$ cat src/hw/rtl/rgbhue_pkg.sv
// Shared constants and types for the RGB to hue sextant index block.
// No dependencies; the interfaces and the top level import this package.
package rgbhue_pkg;

  localparam int unsigned InWidth   = 16;
  localparam int unsigned CompWidth = 16;
  localparam int unsigned FracBits  = 8;
  localparam int unsigned OutWidth  = 16;

  // Width of one sextant of the hue circle.
  localparam int unsigned HueStep   = 256 / 6;

  // The quotient never exceeds HueStep << FracBits, and HueStep is below 64.
  localparam int unsigned QuotWidth = FracBits + 6;
  localparam int unsigned NumWidth  = CompWidth + QuotWidth;
  localparam int unsigned BaseWidth = FracBits + 8;
  localparam int unsigned SumWidth  = BaseWidth + 1;

  typedef logic [CompWidth-1:0] comp_t;
  typedef logic [1:0]           chan_t;
  typedef logic [2:0]           sext_t;

  localparam chan_t ChanRed   = 2'd0;
  localparam chan_t ChanGreen = 2'd1;
  localparam chan_t ChanBlue  = 2'd2;

  localparam sext_t SextRedMax   = 3'd0;
  localparam sext_t SextGreenFal = 3'd1;
  localparam sext_t SextGreenMax = 3'd2;
  localparam sext_t SextBlueFal  = 3'd3;
  localparam sext_t SextBlueMax  = 3'd4;
  localparam sext_t SextRedFal   = 3'd5;

endpackage

$ cat src/hw/rtl/rgbhue_if.sv
// Valid/ready channel interfaces for color input and hue output.
// Depends on rgbhue_pkg for the field widths.
interface rgbhue_in_if;
  import rgbhue_pkg::*;

  logic                valid;
  logic                ready;
  logic [InWidth-1:0]  red_level;
  logic [InWidth-1:0]  green_level;
  logic [InWidth-1:0]  blue_level;

  modport source(output valid, output red_level, output green_level, output blue_level,
                 input ready);
  modport sink(input valid, input red_level, input green_level, input blue_level,
               output ready);
endinterface

interface rgbhue_out_if;
  import rgbhue_pkg::*;

  logic                valid;
  logic                ready;
  logic [OutWidth-1:0] hue_index;

  modport source(output valid, output hue_index, input ready);
  modport sink(input valid, input hue_index, output ready);
endinterface

$ cat src/hw/rtl/rgb_to_hue_sextant_index.sv
// Top level of the RGB to hue sextant index block.
// Depends on rgbhue_pkg and the channel interfaces in rgbhue_if.
//
// The block takes one color transfer per cycle while the output is not stalled
// and returns its hue index from the output register. The first two stages
// remove the smallest component and pick the sextant, the third forms the
// scaled numerator, then one restoring divide stage per quotient bit follows,
// and a last stage adds the sextant base into the output register.
// The whole pipeline holds when the output is stalled; gray input gives 0.
module rgb_to_hue_sextant_index (
  input  logic clk_i,
  input  logic rst_ni,
  rgbhue_in_if.sink    rgb_i,
  rgbhue_out_if.source hue_o
);
  import rgbhue_pkg::*;

  logic adv;

  // Stage 1: smallest component removed.
  logic  s1_v_q;
  comp_t s1_c_q [3];
  chan_t s1_lo_q;

  // Stage 2: sextant, divisor and middle term.
  logic  s2_v_q;
  comp_t s2_d_q;
  comp_t s2_m_q;
  sext_t s2_sext_q;
  logic  s2_gray_q;

  // Divide stages; index 0 is loaded with the scaled numerator.
  logic                 dv_v_q    [QuotWidth+1];
  comp_t                dv_r_q    [QuotWidth+1];
  logic [QuotWidth-1:0] dv_n_q    [QuotWidth+1];
  logic [QuotWidth-1:0] dv_q_q    [QuotWidth+1];
  comp_t                dv_d_q    [QuotWidth+1];
  sext_t                dv_sext_q [QuotWidth+1];
  logic                 dv_gray_q [QuotWidth+1];

  comp_t                dv_r_d [QuotWidth];
  logic [QuotWidth-1:0] dv_q_d [QuotWidth];

  logic                out_v_q;
  logic [OutWidth-1:0] out_hue_q;

  comp_t              c_in [3];
  chan_t              lo_d;
  comp_t              c_min;
  chan_t              hi_d;
  comp_t              d_d;
  comp_t              m_d;
  sext_t              sext_d;
  logic [NumWidth-1:0] num_d;
  logic [BaseWidth-1:0] base_d;
  logic [SumWidth-1:0] sum_d;

  assign adv = !out_v_q || hue_o.ready;
  assign rgb_i.ready = adv;
  assign hue_o.valid = out_v_q;
  assign hue_o.hue_index = out_hue_q;

  // Smallest component, ties to the earlier one.
  always_comb begin
    c_in[0] = CompWidth'(rgb_i.red_level);
    c_in[1] = CompWidth'(rgb_i.green_level);
    c_in[2] = CompWidth'(rgb_i.blue_level);
    lo_d  = ChanRed;
    c_min = c_in[0];
    if (c_in[1] < c_min) begin
      lo_d  = ChanGreen;
      c_min = c_in[1];
    end
    if (c_in[2] < c_min) begin
      lo_d  = ChanBlue;
      c_min = c_in[2];
    end
  end

  // Largest remainder and sextant selection.
  always_comb begin
    hi_d = ChanRed;
    d_d  = s1_c_q[0];
    if (s1_c_q[1] > d_d) begin
      hi_d = ChanGreen;
      d_d  = s1_c_q[1];
    end
    if (s1_c_q[2] > d_d) begin
      hi_d = ChanBlue;
      d_d  = s1_c_q[2];
    end
    sext_d = SextRedFal;
    m_d    = d_d - s1_c_q[2];
    case (hi_d)
      ChanRed: begin
        if (s1_lo_q == ChanBlue) begin
          sext_d = SextRedMax;
          m_d    = s1_c_q[1];
        end
      end
      ChanGreen: begin
        if (s1_lo_q == ChanBlue) begin
          sext_d = SextGreenFal;
          m_d    = d_d - s1_c_q[0];
        end else begin
          sext_d = SextGreenMax;
          m_d    = s1_c_q[2];
        end
      end
      ChanBlue: begin
        if (s1_lo_q == ChanRed) begin
          sext_d = SextBlueFal;
          m_d    = d_d - s1_c_q[1];
        end else begin
          sext_d = SextBlueMax;
          m_d    = s1_c_q[0];
        end
      end
      default: begin
        sext_d = SextRedFal;
        m_d    = d_d - s1_c_q[2];
      end
    endcase
  end

  assign num_d = (NumWidth'(s2_m_q) * NumWidth'(HueStep)) << FracBits;

  // One restoring divide step per stage.
  always_comb begin
    for (int k = 0; k < QuotWidth; k++) begin
      logic [CompWidth:0] trial;
      logic               ge;
      trial     = {dv_r_q[k], dv_n_q[k][QuotWidth-1]};
      ge        = trial >= {1'b0, dv_d_q[k]};
      dv_r_d[k] = ge ? CompWidth'(trial - {1'b0, dv_d_q[k]}) : trial[CompWidth-1:0];
      dv_q_d[k] = {dv_q_q[k][QuotWidth-2:0], ge};
    end
  end

  assign base_d = (BaseWidth'(dv_sext_q[QuotWidth]) * BaseWidth'(HueStep)) << FracBits;
  assign sum_d  = SumWidth'(base_d) + SumWidth'(dv_q_q[QuotWidth]);

  always_ff @(posedge clk_i or negedge rst_ni) begin
    if (!rst_ni) begin
      s1_v_q  <= 1'b0;
      s2_v_q  <= 1'b0;
      out_v_q <= 1'b0;
      for (int k = 0; k <= QuotWidth; k++) begin
        dv_v_q[k] <= 1'b0;
      end
    end else if (adv) begin
      s1_v_q  <= rgb_i.valid;
      s2_v_q  <= s1_v_q;
      dv_v_q[0] <= s2_v_q;
      for (int k = 0; k < QuotWidth; k++) begin
        dv_v_q[k+1] <= dv_v_q[k];
      end
      out_v_q <= dv_v_q[QuotWidth];
    end
  end

  always_ff @(posedge clk_i) begin
    if (adv) begin
      for (int k = 0; k < 3; k++) begin
        s1_c_q[k] <= c_in[k] - c_min;
      end
      s1_lo_q <= lo_d;

      s2_d_q    <= d_d;
      s2_m_q    <= m_d;
      s2_sext_q <= sext_d;
      s2_gray_q <= (d_d == '0);

      dv_r_q[0]    <= num_d[NumWidth-1:QuotWidth];
      dv_n_q[0]    <= num_d[QuotWidth-1:0];
      dv_q_q[0]    <= '0;
      dv_d_q[0]    <= s2_d_q;
      dv_sext_q[0] <= s2_sext_q;
      dv_gray_q[0] <= s2_gray_q;
      for (int k = 0; k < QuotWidth; k++) begin
        dv_r_q[k+1]    <= dv_r_d[k];
        dv_n_q[k+1]    <= dv_n_q[k] << 1;
        dv_q_q[k+1]    <= dv_q_d[k];
        dv_d_q[k+1]    <= dv_d_q[k];
        dv_sext_q[k+1] <= dv_sext_q[k];
        dv_gray_q[k+1] <= dv_gray_q[k];
      end

      out_hue_q <= dv_gray_q[QuotWidth] ? '0 : OutWidth'(sum_d);
    end
  end

endmodule

$ cat src/flat_wrapper.sv
// flat-port wrapper written by rule: the top's interface ports become plain ports
module rgb_to_hue_sextant_index_flat import rgbhue_pkg::*;
  (clk_i, rst_ni, rgb_i_valid, rgb_i_red_level, rgb_i_green_level, rgb_i_blue_level, rgb_i_ready, hue_o_valid, hue_o_hue_index, hue_o_ready);
  rgbhue_in_if rgb_i_i ();
  rgbhue_out_if hue_o_i ();
  input  logic clk_i;
  input  logic rst_ni;
  input wire logic [$bits(rgb_i_i.valid)-1:0] rgb_i_valid;
  input wire logic [$bits(rgb_i_i.red_level)-1:0] rgb_i_red_level;
  input wire logic [$bits(rgb_i_i.green_level)-1:0] rgb_i_green_level;
  input wire logic [$bits(rgb_i_i.blue_level)-1:0] rgb_i_blue_level;
  output wire logic [$bits(rgb_i_i.ready)-1:0] rgb_i_ready;
  output wire logic [$bits(hue_o_i.valid)-1:0] hue_o_valid;
  output wire logic [$bits(hue_o_i.hue_index)-1:0] hue_o_hue_index;
  input wire logic [$bits(hue_o_i.ready)-1:0] hue_o_ready;
  assign rgb_i_i.valid = rgb_i_valid;
  assign rgb_i_i.red_level = rgb_i_red_level;
  assign rgb_i_i.green_level = rgb_i_green_level;
  assign rgb_i_i.blue_level = rgb_i_blue_level;
  assign rgb_i_ready = rgb_i_i.ready;
  assign hue_o_valid = hue_o_i.valid;
  assign hue_o_hue_index = hue_o_i.hue_index;
  assign hue_o_i.ready = hue_o_ready;
  rgb_to_hue_sextant_index u_core (.clk_i(clk_i), .rst_ni(rst_ni), .rgb_i(rgb_i_i), .hue_o(hue_o_i));
endmodule
$ cat config.mk
export PLATFORM = sky130hd
export DESIGN_NAME = rgb_to_hue_sextant_index_flat
export DESIGN_NICKNAME = d
export VERILOG_FILES = /design/src/hw/rtl/rgbhue_pkg.sv /design/src/hw/rtl/rgbhue_if.sv /design/src/hw/rtl/rgb_to_hue_sextant_index.sv /design/src/flat_wrapper.sv
export SDC_FILE = /design/constraint.sdc
export NUM_CORES = 2
export LEC_CHECK = 0
export ABC_AREA = 1
export BUFFER_PORTS_ARGS = -buffer_cell sky130_fd_sc_hd__buf_2
export CORE_MARGIN = 2
export CORE_UTILIZATION = 58
export CTS_CLUSTER_SIZE = 12
export DETAILED_ROUTE_END_ITERATION = 10
export PLACE_DENSITY = 0.78
export SLEW_MARGIN = 10
export SYNTH_ARGS = -nofsm -noshare
export SYNTH_HDL_FRONTEND = slang
export SYNTH_SLANG_ARGS = --single-unit
export TNS_END_PERCENT = 5
$ cat constraint.sdc
create_clock -name clk_i -period 22.8 [get_ports clk_i]
set_input_delay 2.28 -clock clk_i [delete_from_list [all_inputs] [get_ports clk_i]]
set_output_delay 2.28 -clock clk_i [all_outputs]
set_load 0.02 [all_outputs]
# Word level (Yosys, flattened, before mapping)
# Memory sizes are Yosys's and may differ from the RTL's.
# Cells that the tools add are included.
dict set report word_totals {
  in_bits 52
  word_cells 111
  reg_bits 72
  ramBits 993
  mem_count 7
}
# name words width rd rd_ports_with_merged_regs write_ports line_no
set memory_table {}
lappend memory_table {u_core.dv_d_q 15 16 14 0 15 rgb_to_hue_sextant_index.sv:37} ;# comp_t dv_d_q [QuotWidth+1];
lappend memory_table {u_core.dv_r_q 15 16 14 0 15 rgb_to_hue_sextant_index.sv:34} ;# comp_t dv_r_q [QuotWidth+1];
lappend memory_table {u_core.dv_q_q 15 14 15 0 15 rgb_to_hue_sextant_index.sv:36} ;# logic [QuotWidth-1:0] dv_q_q [QuotWidth+1];
lappend memory_table {u_core.dv_n_q 15 13 14 0 15 rgb_to_hue_sextant_index.sv:35} ;# logic [QuotWidth-1:0] dv_n_q [QuotWidth+1];
lappend memory_table {u_core.s1_c_q 3 16 3 0 3 rgb_to_hue_sextant_index.sv:22} ;# comp_t s1_c_q [3];
lappend memory_table {u_core.dv_sext_q 15 3 15 0 15 rgb_to_hue_sextant_index.sv:38} ;# sext_t dv_sext_q [QuotWidth+1];
lappend memory_table {{1 more memories} -- -- -- -- -- --}
dict set report op_classes {
  n_lt_le_gt_ge 18
  mul 2
  n_addsub 21
  reduce_logical 5
  mux 31
  eq_ne 3
}
# op n
set ops {}
lappend ops {{$mux 16} 21}
lappend ops {{$sub 16x16->16} 20}
lappend ops {{$ge 17x16->1} 14}
lappend ops {{$pmux 16 s3} 1}
lappend ops {{$gt 16x16->1} 2}
lappend ops {{$lt 16x16->1} 2}
lappend ops {{$mul 16x5->21 const B} 1}
lappend ops {{$add 16x14->16} 1}
lappend ops {{$logic_not 16->1} 1}
lappend ops {{$pmux 3 s3} 1}
lappend ops {{$mul 3x5->7 const B} 1}
lappend ops {{$mux 3} 2}
lappend ops {{$eq 2x2->1 const B} 2}
lappend ops {{$logic_not 2->1} 2}
lappend ops {{$mux 1} 4}
lappend ops {{$mux 2} 2}
lappend ops {{$eq 2x1->1 const B} 1}
lappend ops {{$logic_not 1->1} 1}
lappend ops {{$logic_or 1x1->1} 1}

# Longest topological paths before layout
# An unclocked memory read counts as a cell.
dict set report depth {
  word_depth 8
  mapped_depth 41
}

# Worst setup path before layout
# OpenSTA, ideal clock, no wires.
dict set report synth_timing {
  path_kind {input-to-output}
  start {in hue_o_ready}
  end {out rgb_i_ready}
  stages 3
  n_path_buf 1
  arrival_time_ns 22.444
  setup_slack_ns -1.924
  cell_sequence {inv_1 nand2_1 clkbuf_1}
}
dict set report synth_via {
  elab_chain_cells 1
}
# element line_no
set synth_rtl {}
lappend synth_rtl {{from (decl)} flat_wrapper.sv:15} ;# input wire logic [$bits(hue_o_i.ready)-1:0] hue_o_ready;
lappend synth_rtl {{$logic_or 1x1->1} rgb_to_hue_sextant_index.sv:58} ;# assign adv = !out_v_q || hue_o.ready;
lappend synth_rtl {{to (decl)} flat_wrapper.sv:12} ;# output wire logic [$bits(rgb_i_i.ready)-1:0] rgb_i_ready;
# No other way between the ends.

==> reports/results.tsv <==
stage	metric	value	unit
placement	dpl_cell_area	44000	um^2
timing	period_needed	8.23	ns
finish	nets	4754	
cts	num_clock_sinks	748	
finish	drive_above_1_share	0.0488	
finish	diodes	0	
cts	cts.clk_slew.worst_paths	0.06	ns
synth	syn_area_per_cell	10.3	um^2
floorplanning	die-area	75600	um^2
synth	synth-seq-area-share	0.525	
synth	syn_area	42600	um^2
timing	finish_stage_setup_viols	0	
cts	postCtsHoldBufs	0	
synth	synth_nets	4651	
timing	setup-tns-final	0	ns
worst_setup_path	cp_common_cell	sky130_fd_sc_hd__nand2_1	
placement	port_buffers	69	
synth	synthCells	4133	
grt	grt_pass1_vias	28700	
synth	post_synth_main_area_contributors	sky130_fd_sc_hd__edfxtp_1 (51%), sky130_fd_sc_hd__ha_1 (13%), sky130_fd_sc_hd__nand2_1 (6.3%)	
hold_path	worst_hold_path_type	reg2reg	
cts	clockRootBuffer	sky130_fd_sc_hd__clkbuf_16	
placement	dpl_wire_length	65.8	mm
floorplanning	rows	99	
synth	synth-edff-count	730	
floorplanning	core	72800	um^2
cts	post_cts_resize_count	0	
detailed_routing	routed_wire_length_per_instance	17.0	um
worst_setup_path	end_kind	register	
hold_path	hold_path_depth	0	
cts	worst_skew_pair.late_latency	0.63	ns
worst_setup_path	cp_data_required_time	23.16	ns
timing	clock.fmax	0.121	GHz
grt	grt_remaining_overflow	0	
timing	fin_skew	0.0206	ns
detailed_routing	viasPerCell	5.67	
floorplanning	io_pins	70	
detailed_routing	met2_wl	43.9	mm
detailed_routing	postRouteAntennaNets	0	
detailed_routing	highest_layer	met4	
flow_run	drv.max_cap_violation_count	0	
detailed_routing	first_iter_violations	2814	
timing	hold_violations	0	
worst_setup_path	slowest_cell_delay_on_critical_path	0.86	ns
synth	area_share_of_the_largest_cell_type_after_synthesis	0.515	
worst_setup_path	worst_setup_path_start_kind	input pin	
timing	grt_setup_unrepaired	false	
cts	cts-htree-levels	3	
detailed_routing	routed_wl	89.2	mm
detailed_routing	drtPass1Iterations	8	
synth	post-synth-top-area-cell	sky130_fd_sc_hd__edfxtp_1	
timing	tightest_slew	1.18	ns
run_status	status	complete, no violations	
grt	antenna_found_initial	0	
timing	timing.final.max_slew_violations	0	
finish	synthToLayoutAreaGrowth	8.77	%
detailed_routing	drc	0	
worst_setup_path	rr_worst_depth	30	
placement	gp_congestion	0.921	
worst_setup_path	crit_path_max_fanout	35	
grt	groute.usage.overall	0.236	
detailed_routing	route.met3.wl	4.88	mm
grt	grt_max_degree	210	
grt	wire_length_of_the_first_global_routing_pass	144	mm
placement	dp_slack	13.87	ns
synth	ys_seq_elements	748	
detailed_routing	via_count	29700	
timing	timing.final.crit_share	0.361	
cts	cts_buffers	78	
finish	final_area	46300	um^2
worst_setup_path	cp_slowest_cell	sky130_fd_sc_hd__o21ai_0	
floorplanning	floorplan.die.height	275	um
cts	cts_tree	yes	
cts	maximum_clock_insertion_buffer_count	3	
worst_setup_path	worstPathArrival	8.59	ns
synth	synth-main-ff-cell	sky130_fd_sc_hd__edfxtp_1	
synth	ys_async_sr_fraction	0.0241	
floorplanning	die_w	275	um
worst_setup_path	criticalPathCategory	in2reg	
synth	synth_top_cells_by_count	sky130_fd_sc_hd__edfxtp_1 (730), sky130_fd_sc_hd__nand2_1 (719), sky130_fd_sc_hd__inv_1 (546), sky130_fd_sc_hd__ha_1 (435), sky130_fd_sc_hd__a21oi_1 (418)	
synth	synth_warnings	0	
detailed_routing	met1_length	37.3	mm
timing	slew_headroom	0.208	
synth	synth.distinct_cells	54	
timing	post-route-worst-setup-slack	14.57	ns
floorplanning	initial_core_util	0.585	
cts	post-cts-setup-buffers	0	
synth	cell_with_the_most_instances_after_synthesis	sky130_fd_sc_hd__edfxtp_1	
[registers in the layout, summed over array words and instances (netlist names)]
| name | cells |
|---|---|
| u_core.s1_v_q | 1 |
| u_core.s1_c_q | 48 |
| u_core.s2_m_q | 16 |
| u_core.dv_gray_q | 15 |
| u_core.s2_d_q | 16 |
| u_core.dv_r_q | 224 |
| u_core.s2_gray_q | 1 |
| u_core.s1_lo_q | 2 |
| u_core.dv_n_q | 15 |
| u_core.hue_o.hue_index | 16 |
| u_core.s2_sext_q | 3 |
| u_core.dv_v_q | 15 |
| u_core.dv_q_q | 105 |
| u_core.dv_d_q | 224 |
| u_core.dv_sext_q | 45 |
| u_core.hue_o.valid | 1 |
| u_core.s2_v_q | 1 |
[per-layer routing]
metal,GRT usage,up-vias
li1,-,14600
met1,0.299,14000
met2,0.413,910
met3,0.0307,197
met4,0.0903,0
met5,0,-
[cells by family (layout without fill, tap and decap cells)]
family | after synthesis | after routing | synth area share
and+or+nand+nor | 1212 | 1212 | 0.117
AOI/OAI and AO/OA | 865 | 865 | 0.112
DFF | 748 | 748 | 0.525
buffers and inverters | 608 | 757 | 0.0551
adders and majority gates | 466 | 466 | 0.142
xor gates and xnor gates | 234 | 234 | 0.0481
[stage by stage]
| stage | hold WS (ns) | util | instances |
|---|---|---|---|
| after floorplan | 0.400 | - | 4133 |
| after global placement | 0.401 | 0.604 | 5115 |
| after detailed placement | 0.405 | 0.604 | 5115 |
| after CTS | 0.411 | 0.636 | 5241 |
| after global routing | 0.414 | 0.636 | 5241 |
| final | 0.409 | 0.636 | 5241 |
[cells in the final DEF, fill, tap and decap left out, types with 16 or more instances in the layout]
cell type and count:
sky130_fd_sc_hd__inv_1 546, sky130_fd_sc_hd__o21ai_1 24, sky130_fd_sc_hd__clkbuf_1 17, sky130_fd_sc_hd__edfxtp_1 730, sky130_fd_sc_hd__xor2_1 122, sky130_fd_sc_hd__nand2_1 718, sky130_fd_sc_hd__nor3_1 48, sky130_fd_sc_hd__clkbuf_16 80
sky130_fd_sc_hd__ha_1 435, sky130_fd_sc_hd__fa_1 31, sky130_fd_sc_hd__nor2_1 230, sky130_fd_sc_hd__o21ai_0 276, sky130_fd_sc_hd__a21oi_1 418, sky130_fd_sc_hd__nand4_1 22, sky130_fd_sc_hd__o21bai_1 16, sky130_fd_sc_hd__nand3_1 151
sky130_fd_sc_hd__buf_2 69, sky130_fd_sc_hd__dfrtp_1 18, sky130_fd_sc_hd__xnor2_1 112
[layout make-up]
cell class                 count  area (um^2)
clock inverter                28          263
timing repair buffer          81          460
inverter                     550         2060
clock buffer                  98         2080
fill                        5625        26500
tap                          959         1200
sequential                   748        22400
multi-input combinational   2777        17900
[path summary, 6_finish.rpt]
| check | to | startpoint | slack (ns) |
|---|---|---|---|
| max reg2reg | u_core.s2_m_q[12]$_DFFE_PP_ | u_core.s1_c_q[0][1]$_DFFE_PP_ | 15.33 |
| min in group asynchronous | u_core.s1_v_q$_DFFE_PN0P_ | rst_ni | 1.58 |
| min reg2reg | u_core.dv_d_q[0][10]$_DFFE_PP_ | u_core.s2_d_q[10]$_DFFE_PP_ | 0.41 |
| max | u_core.s1_c_q[0][13]$_DFFE_PP_ | rgb_i_red_level[15] | 14.57 |
| min | u_core.dv_d_q[0][10]$_DFFE_PP_ | u_core.s2_d_q[10]$_DFFE_PP_ | 0.41 |
| max in group asynchronous | u_core.dv_v_q[1]$_DFFE_PN0P_ | rst_ni | 20.93 |
[critical path, delay by kind of cell]
| family | cells | cell delay, ns |
|---|---|---|
| compound gates | 10 | 2.87 |
| simple gates | 14 | 2.10 |
| fa+ha+maj | 3 | 0.96 |
| buf+inv | 2 | 0.20 |
| xor+xnor | 1 | 0.14 |
Power is left out: the tool's default activity adds up to more than one toggle a clock period on the data nets, which glitch-free logic cannot reach.
